File: src/hw/rtl/eprk_pkg.sv
package eprk_pkg;

	localparam int SLOTS   = 16;
	localparam int PIECE_W = 4;
	localparam int LOCS    = 12;
	localparam int LOC_W   = 48;
	localparam int FLAG_W  = 12;
	localparam int RANK_W  = 40;

	typedef logic [PIECE_W-1:0] piece_t;

	typedef struct packed {
		piece_t [SLOTS-1:0] perm;
		piece_t [SLOTS-1:0] inv;
		logic [RANK_W-1:0]  acc;
	} eprk_item_t;

	// product of lo+1 .. hi, wrapping at 64 bits
	function automatic logic [63:0] fact_span(input int hi, input int lo);
		logic [63:0] f;
		f = 64'd1;
		for (int k = 2; k <= SLOTS; k++) begin
			if (k > lo && k <= hi) begin
				f = f * 64'(k);
			end
		end
		return f;
	endfunction

endpackage

File: src/hw/rtl/eprk_cell.sv
module eprk_cell #(
	parameter int PIECES = 12,
	parameter int STEP   = 12
) (
	input  logic                   clk,
	input  logic                   arst_n,
	input  logic                   advance,
	input  logic                   valid_in,
	input  eprk_pkg::eprk_item_t   item_in,
	output logic                   valid_out,
	output eprk_pkg::eprk_item_t   item_out
);

	localparam eprk_pkg::piece_t TOP = eprk_pkg::PIECE_W'(STEP - 1);
	localparam logic [eprk_pkg::RANK_W-1:0] WEIGHT =
		eprk_pkg::RANK_W'(eprk_pkg::fact_span(PIECES, STEP));

	eprk_pkg::eprk_item_t nxt;
	eprk_pkg::piece_t     s;
	eprk_pkg::piece_t     j;
	logic                 valid_q;
	eprk_pkg::eprk_item_t item_q;

	always_comb begin
		s = item_in.perm[TOP];
		j = item_in.inv[TOP];
		nxt = item_in;
		nxt.perm[TOP] = item_in.perm[j];
		nxt.perm[j]   = item_in.perm[TOP];
		nxt.inv[s]    = item_in.inv[TOP];
		nxt.inv[TOP]  = item_in.inv[s];
		nxt.acc = item_in.acc +
			({{(eprk_pkg::RANK_W-eprk_pkg::PIECE_W){1'b0}}, s} * WEIGHT);
	end

	always_ff @(posedge clk or negedge arst_n) begin
		if (!arst_n) begin
			valid_q <= 1'b0;
		end else if (advance) begin
			valid_q <= valid_in;
		end
	end

	always_ff @(posedge clk) begin
		if (advance) begin
			item_q <= nxt;
		end
	end

	assign valid_out = valid_q;
	assign item_out  = item_q;

endmodule

File: src/hw/rtl/edge_permutation_orientation_rank_core.sv
// Pipeline: one load stage, then one cell per ranking step, the last cell being the
// output register.
// Throughput: one item per cycle; the whole chain holds while the output item waits.
// Reset: asynchronous, active low; clears the valid bit of every stage, payload is not reset.
module edge_permutation_orientation_rank_core #(
	parameter int PIECES = 12
) (
	input  logic        clk,
	input  logic        arst_n,
	input  logic        in_valid,
	output logic        in_ready,
	input  logic [47:0] piece_at_location,
	input  logic [11:0] piece_flipped,
	output logic        out_valid,
	input  logic        out_ready,
	output logic [39:0] state_rank
);

	localparam int CELLS = PIECES - 1;
	localparam logic [eprk_pkg::SLOTS-2:0] OMASK =
		(eprk_pkg::SLOTS-1)'((64'd1 << (PIECES - 1)) - 64'd1);
	localparam logic [eprk_pkg::RANK_W-1:0] FACT =
		eprk_pkg::RANK_W'(eprk_pkg::fact_span(PIECES, 1));

	logic                          advance;
	logic                          valid_c [CELLS:0];
	eprk_pkg::eprk_item_t          item_c  [CELLS:0];
	eprk_pkg::eprk_item_t          load;
	logic [eprk_pkg::SLOTS-2:0]    orient;
	logic                          load_valid_q;
	eprk_pkg::eprk_item_t          load_q;

	assign advance  = !valid_c[CELLS] || out_ready;
	assign in_ready = advance;

	always_comb begin
		load = '0;
		for (int x = 0; x < eprk_pkg::LOCS; x++) begin
			if (x < PIECES) begin
				load.perm[x] = piece_at_location[4*x +: 4];
			end
		end
		for (int x = 0; x < eprk_pkg::SLOTS; x++) begin
			if (x < PIECES) begin
				load.inv[load.perm[x]] = eprk_pkg::PIECE_W'(x);
			end
		end
		orient = {{(eprk_pkg::SLOTS-eprk_pkg::FLAG_W){1'b0}}, piece_flipped[11:1]} & OMASK;
		load.acc = {{(eprk_pkg::RANK_W-eprk_pkg::SLOTS+1){1'b0}}, orient} * FACT;
	end

	always_ff @(posedge clk or negedge arst_n) begin
		if (!arst_n) begin
			load_valid_q <= 1'b0;
		end else if (advance) begin
			load_valid_q <= in_valid;
		end
	end

	always_ff @(posedge clk) begin
		if (advance) begin
			load_q <= load;
		end
	end

	assign valid_c[0] = load_valid_q;
	assign item_c[0]  = load_q;

	for (genvar c = 0; c < CELLS; c++) begin : g_cell
		eprk_cell #(
			.PIECES (PIECES),
			.STEP   (PIECES - c)
		) u_cell (
			.clk       (clk),
			.arst_n    (arst_n),
			.advance   (advance),
			.valid_in  (valid_c[c]),
			.item_in   (item_c[c]),
			.valid_out (valid_c[c+1]),
			.item_out  (item_c[c+1])
		);
	end

	assign out_valid  = valid_c[CELLS];
	assign state_rank = item_c[CELLS].acc;

endmodule
File: config.mk
export PLATFORM = sky130hd
export DESIGN_NAME = edge_permutation_orientation_rank_core
export DESIGN_NICKNAME = d
export VERILOG_FILES = /design/src/hw/rtl/eprk_pkg.sv /design/src/hw/rtl/eprk_cell.sv /design/src/hw/rtl/edge_permutation_orientation_rank_core.sv
export SDC_FILE = /design/constraint.sdc
export NUM_CORES = 2
export LEC_CHECK = 0
export BUFFER_PORTS_ARGS = -buffer_cell sky130_fd_sc_hd__buf_4
export CORE_UTILIZATION = 45
export DETAILED_ROUTE_END_ITERATION = 8
export PLACE_DENSITY = 0.64
export RECOVER_POWER = 100
export SETUP_SLACK_MARGIN = 0.05
export SKIP_CTS_REPAIR_TIMING = 1
export SYNTH_ARGS = -nofsm -noshare
export SYNTH_HDL_FRONTEND = slang
export SYNTH_SLANG_ARGS = --single-unit
File: constraint.sdc
create_clock -name clk -period 22.6 [get_ports clk]
set_input_delay 2.26 -clock clk [delete_from_list [all_inputs] [get_ports clk]]
set_output_delay 2.26 -clock clk [all_outputs]
set_load 0.01 [all_outputs]
After elaboration in Yosys (flattened, before gate mapping)
Cells that the tools add are included.
{"block": "word_totals", "wordCells": 584, "out_inout_bits": 42, "inputBits": 64, "register_bits": 1690}
{"block": "op_classes", "bitwise_logic": 29, "add_sub_neg": 11, "n_reduce_logical": 32, "multipliers": 11, "n_lt_le_gt_ge": 60, "mux": 115}
{"op": "$bwmux W64", "n": 19}
{"op": "$demux W4 S4", "n": 30}
{"op": "$bmux W4 S4", "n": 18}
{"op": "$mux W4", "n": 48}
{"op": "$and A32 B32 Y32", "n": 5}
{"op": "$not A32 Y32", "n": 5}
{"op": "$or A32 B32 Y32", "n": 5}
{"op": "$lt A4 B5 Y1 const B", "n": 30}
{"op": "$not A48 Y48", "n": 3}
{"op": "$ge A4 B1 Y1 const B", "n": 30}
{"op": "$and A48 B48 Y48", "n": 2}
{"op": "$or A48 B48 Y48", "n": 2}
{"op": "$and A46 B48 Y48", "n": 1}
{"op": "$mul A4 B18 Y22 const B", "n": 2}
{"op": "$add A40 B12 Y40", "n": 1}
{"op": "$add A40 B15 Y40", "n": 1}
{"op": "$add A40 B18 Y40", "n": 1}
{"op": "$add A40 B21 Y40", "n": 1}
{"op": "$add A40 B24 Y40", "n": 1}
{"op": "$add A40 B26 Y40", "n": 1}
{"op": "$add A40 B29 Y40", "n": 1}
{"op": "$add A40 B31 Y40", "n": 1}
{"op": "$add A40 B32 Y40", "n": 1}
{"op": "$add A40 B4 Y40", "n": 1}
{"op": "other kinds (15)", "n": 48}

Depth between registers and ports, before layout
{"block": "depth", "depth_word": 15, "ltp_mapped": 22}

Modules after synthesis
Synthesis repeated with hierarchy kept, for this count alone.
{"block": "hier_totals", "hier_cells": 8228, "hier_area_um2": 113674.0}
{"mod": "edge_permutation_orientation_rank_core", "instances": 1, "area_each_um2": 10770.3, "cells_each": 1082}
{"mod": "eprk_cell at g_cell[10].u_cell", "instances": 1, "area_each_um2": 9955.8, "cells_each": 732}
{"mod": "eprk_cell at g_cell[8].u_cell", "instances": 1, "area_each_um2": 9743.1, "cells_each": 714}
{"mod": "eprk_cell at g_cell[7].u_cell", "instances": 1, "area_each_um2": 9660.5, "cells_each": 692}
{"mod": "eprk_cell at g_cell[9].u_cell", "instances": 1, "area_each_um2": 9555.4, "cells_each": 677}
{"mod": "eprk_cell at g_cell[6].u_cell", "instances": 1, "area_each_um2": 9547.9, "cells_each": 671}
{"mod": "eprk_cell at g_cell[5].u_cell", "instances": 1, "area_each_um2": 9519.1, "cells_each": 677}
{"mod": "eprk_cell at g_cell[4].u_cell", "instances": 1, "area_each_um2": 9505.4, "cells_each": 663}
{"mod": "eprk_cell at g_cell[3].u_cell", "instances": 1, "area_each_um2": 9049.9, "cells_each": 607}
{"mod": "eprk_cell at g_cell[2].u_cell", "instances": 1, "area_each_um2": 8956.1, "cells_each": 583}
{"mod": "eprk_cell at g_cell[1].u_cell", "instances": 1, "area_each_um2": 8744.6, "cells_each": 567}
{"mod": "eprk_cell at g_cell[0].u_cell", "instances": 1, "area_each_um2": 8665.8, "cells_each": 563}

Worst setup path after synthesis
No wires, ideal clock.
{"block": "synth_path", "kind": "in2out", "startpoint": "in out_ready", "endpoint": "out in_ready", "path_slack_ns": -0.438, "n_path_buf": 1, "stages": 3, "t_arrival_ns": 20.778, "path_cell_list": "nor2b_1 -> clkbuf_1 -> inv_1"}
{"block": "synth_between", "elab_chain_cells": 1}
{"element": "start: declaration", "line_no": "edge_permutation_orientation_rank_core.sv:15", "rtl": "input logic out_ready,"}
{"element": "$logic_or A1 B1 Y1", "line_no": "edge_permutation_orientation_rank_core.sv:33", "rtl": "assign advance = !valid_c[CELLS] || out_ready;"}
{"element": "end: declaration", "line_no": "edge_permutation_orientation_rank_core.sv:11", "rtl": "output logic in_ready,"}
No other way between the ends.

Worst setup path after layout
{"block": "layout_path", "startpoint": "in out_ready", "endpoint": "reg g_cell[9].u_cell.item_q, in the netlist g_cell[9].u_cell.item_out[28] (enable)"}
{"block": "layout_between", "elab_chain_cells": 1}
{"element": "$logic_or A1 B1 Y1", "line_no": "edge_permutation_orientation_rank_core.sv:33"}
{"element": "end signal: assignment", "line_no": "eprk_cell.sv:46", "rtl": "item_q <= nxt;"}
{"element": "end: declaration", "line_no": "eprk_cell.sv:22", "rtl": "eprk_pkg::eprk_item_t item_q;"}
No other way between the ends.
A chain may end at the register's enable or synchronous reset.

==> flow_summary.ini <==
[floorplan]
core_area_um2 = 122000
num_io_pins = 106
die-area_um2 = 125000
die_w_um = 353
initial_utilization_pct = 45.4
die_h_um = 353
fp-row-count = 128

[global_routing]
grt_pass1_wl_um = 176000
grt_pass1_vias = 33500
gr-total-overflow = 0
grt_max_degree = 190
antenna_found_initial = 0
grtUsageTotal_pct = 17.5

[timing]
tightest_slew_ns = 9.43
slew_viol_final = 965
grt_setup_unrepaired = no
slew_headroom_pct = -528
setup_violations = 0
timing.fmax_ghz = 0.0759
fin_crit_sh_pct = 58.3
finalHoldViolations = 0
finalSetupTns_ns = 0
fin_crit_ns = 13.18
clock-skew-final_ns = 0.0582

[critical_path]
cp_max_fo = 181
crit_path_start_kind = input port
cp-end-kind = register
crit_type = in2reg
path_cells = clkbuf_4 -> nor2b_1 -> clkbuf_1 -> clkinvlp_2 -> clkbuf_1 -> clkbuf_1
crit_slowest_cell = clkbuf_1
crit_required_ns = 22.60
cpPeakStageDelay_ns = 6.61
timing.critical_path.mode_cell = clkbuf_1
crit_arrival_ns = 13.19

[synthesis]
synthMuxAreaShare_pct = 8.28
netlist_instances = 4407
synthAdderAreaFrac_pct = 13.3
syn-cell-area_um2 = 55400
synth_nets = 5004
synth_top_family_by_area = adder cells
yosysSeqAreaShare_pct = 51.8
synth-simple-area-share_pct = 9.53
yosysTopAreaCellShare_pct = 51.3
synthFlopType = edfxtp_1
netlist_top_cells_area = edfxtp_1 (51%), ha_1 (9.9%), mux2_2 (8.2%), xnor2_1 (3.8%), fa_1 (3.4%)
synth.avg_cell_area_um2 = 12.6
yosys.area.top_type = edfxtp_1
synth-compound-area-share_pct = 8.79
synth_edf_count = 947
yosys_warnings = 0
ys_types = 81
synth_seq_cells = 959
postSynth.asyncResetShare_pct = 1.25
synth_xor_area_share_pct = 5.99

[clock_network]
clk_latency_ns = 0.72
cts_sinks = 959
htree_levels = 3
path_clk_slew_ns = 0.06
ctsRootBufferMaster = clkbuf_16
cts.path.max_buffers = 3
cts_buffers = 101
cts_tree = done

[flow_run]
drv_cap = 9

[drt]
drt-total-wl_um = 110000
ant_nets = 0
vias = 33100
first_pass_iters = 5
drc = 0
viasPerCell = 5.27
wl_per_cell_um = 17.5
drt_iter0_markers = 1843

[place]
port_buffers = 100
dp_cells = 6081
gp_congestion = 0.938
dp_hpwl_um = 82000

[final_layout]
area_growth_pct = 10.0
num_antenna_cells = 0
regArea_um2 = 28700
multi_input_area_um2 = 25400
drive_above_1_share_pct = 10.7
final_nets = 5156
layout.cells.non_filler = 6271
fillCellCount = 10500

[outcome]
failed_checks = max-capacitance violations, max-slew violations
run_status = finished, violations left

[min_path]
hold_class = reg2reg
==> through the flow <==
step | setup slack, ns | utilization [%] | area (um^2) | hold slack [ns]
CTS | 15.78 | 50.4 | 61400 | 0.415
finish | 9.42 | 50.0 | 61000 | 0.415
global placement | 15.04 | 47.6 | 58100 | 0.400
detailed placement | 15.00 | 47.6 | 58100 | 0.405
global route | 8.08 | 50.0 | 61000 | 0.413
floorplan | 4.84 | - | 55400 | 0.400
==> layer usage <==
metal	wire, um	track usage [%]
met1	46800	20.8
met2	56100	32.2
met3	3270	2.04
met4	3510	6.54
met5	0	0
==> area by class of cell <==
type / instances / share of cell area (%)
inverters: 267 / 1.65
clock inverters: 65 / 1.09
clock buffers: 125 / 4.33
repair buffers: 118 / 0.812
multi-input cells: 3112 / 41.7
flip-flops and latches: 959 / 47.1
well taps: 1625 / 3.33
==> logic make-up (layout without fill, tap and decap cells) <==
| family | after synthesis | in the layout |
|---|---|---|
| AND/OR/NAND/NOR | 1050 | 1050 |
| flip-flops | 959 | 959 |
| AO/OA/AOI/OAI | 742 | 742 |
| adder cells (fa/ha/maj) | 533 | 533 |
| multiplexers | 408 | 408 |
| XOR/XNOR | 379 | 379 |
| buffers and inverters | 336 | 575 |
==> sequential cells by signal, indices dropped and copies added, names as in the netlist <==
register,flops
item_c,114
g_cell.u_cell.item_out,833
load_valid_q,1
g_cell.u_cell.valid_out,11
==> critical path: cells and delay by family <==
family	cells	cell delay, ns
buffers and inverters	5	10.56
AND/OR/NAND/NOR	1	0.03
==> placed cells by master (no fill, tap or decap), types with 90 or more instances in the layout <==
cell | Yosys | final
a21o_1 | 90 | 90
a21oi_1 | 208 | 208
clkbuf_1 | 64 | 127
clkbuf_16 | 0 | 102
edfxtp_1 | 947 | 947
fa_1 | 94 | 94
ha_1 | 439 | 439
inv_1 | 267 | 266
mux2_1 | 0 | 102
mux2_2 | 405 | 303
nand2_1 | 258 | 258
nand2b_1 | 97 | 97
nor2_1 | 226 | 226
nor3_1 | 105 | 105
o21ai_0 | 119 | 120
xnor2_1 | 243 | 243
xor2_1 | 136 | 136
==> cell usage after synthesis, types with 53 or more instances <==
master    count
edfxtp_1    947
fa_1         94
a21oi_1     208
nor2_1      226
nand2b_1     97
o21ai_0     119
nand3_1      88
clkbuf_1     64
nor3_1      105
mux2_2      405
xnor2_1     243
a21o_1       90
ha_1        439
xor2_1      136
inv_1       267
nand2_1     258
nor2b_1      53
==> worst paths after layout <==
check / from / endpoint / slack, ns / depth (start not counted)
max: out_ready / g_cell[9].u_cell.item_out[28]$_DFFE_PP_ / 9.42 / 6
min: g_cell[0].u_cell.item_out[27]$_DFFE_PP_ / g_cell[1].u_cell.item_out[27]$_DFFE_PP_ / 0.41 / 0
max reg2reg: g_cell[10].u_cell.valid_out$_DFFE_PN0P_ / g_cell[9].u_cell.item_out[28]$_DFFE_PP_ / 10.63 / 5
min reg2reg: g_cell[0].u_cell.item_out[27]$_DFFE_PP_ / g_cell[1].u_cell.item_out[27]$_DFFE_PP_ / 0.41 / 0
max in group asynchronous: arst_n / g_cell[9].u_cell.valid_out$_DFFE_PN0P_ / 20.61 / 1
min in group asynchronous: arst_n / g_cell[8].u_cell.valid_out$_DFFE_PN0P_ / 1.57 / 1
Power is left out: the tool's default activity adds up to more than one toggle a clock period on the data nets, which glitch-free logic cannot reach.
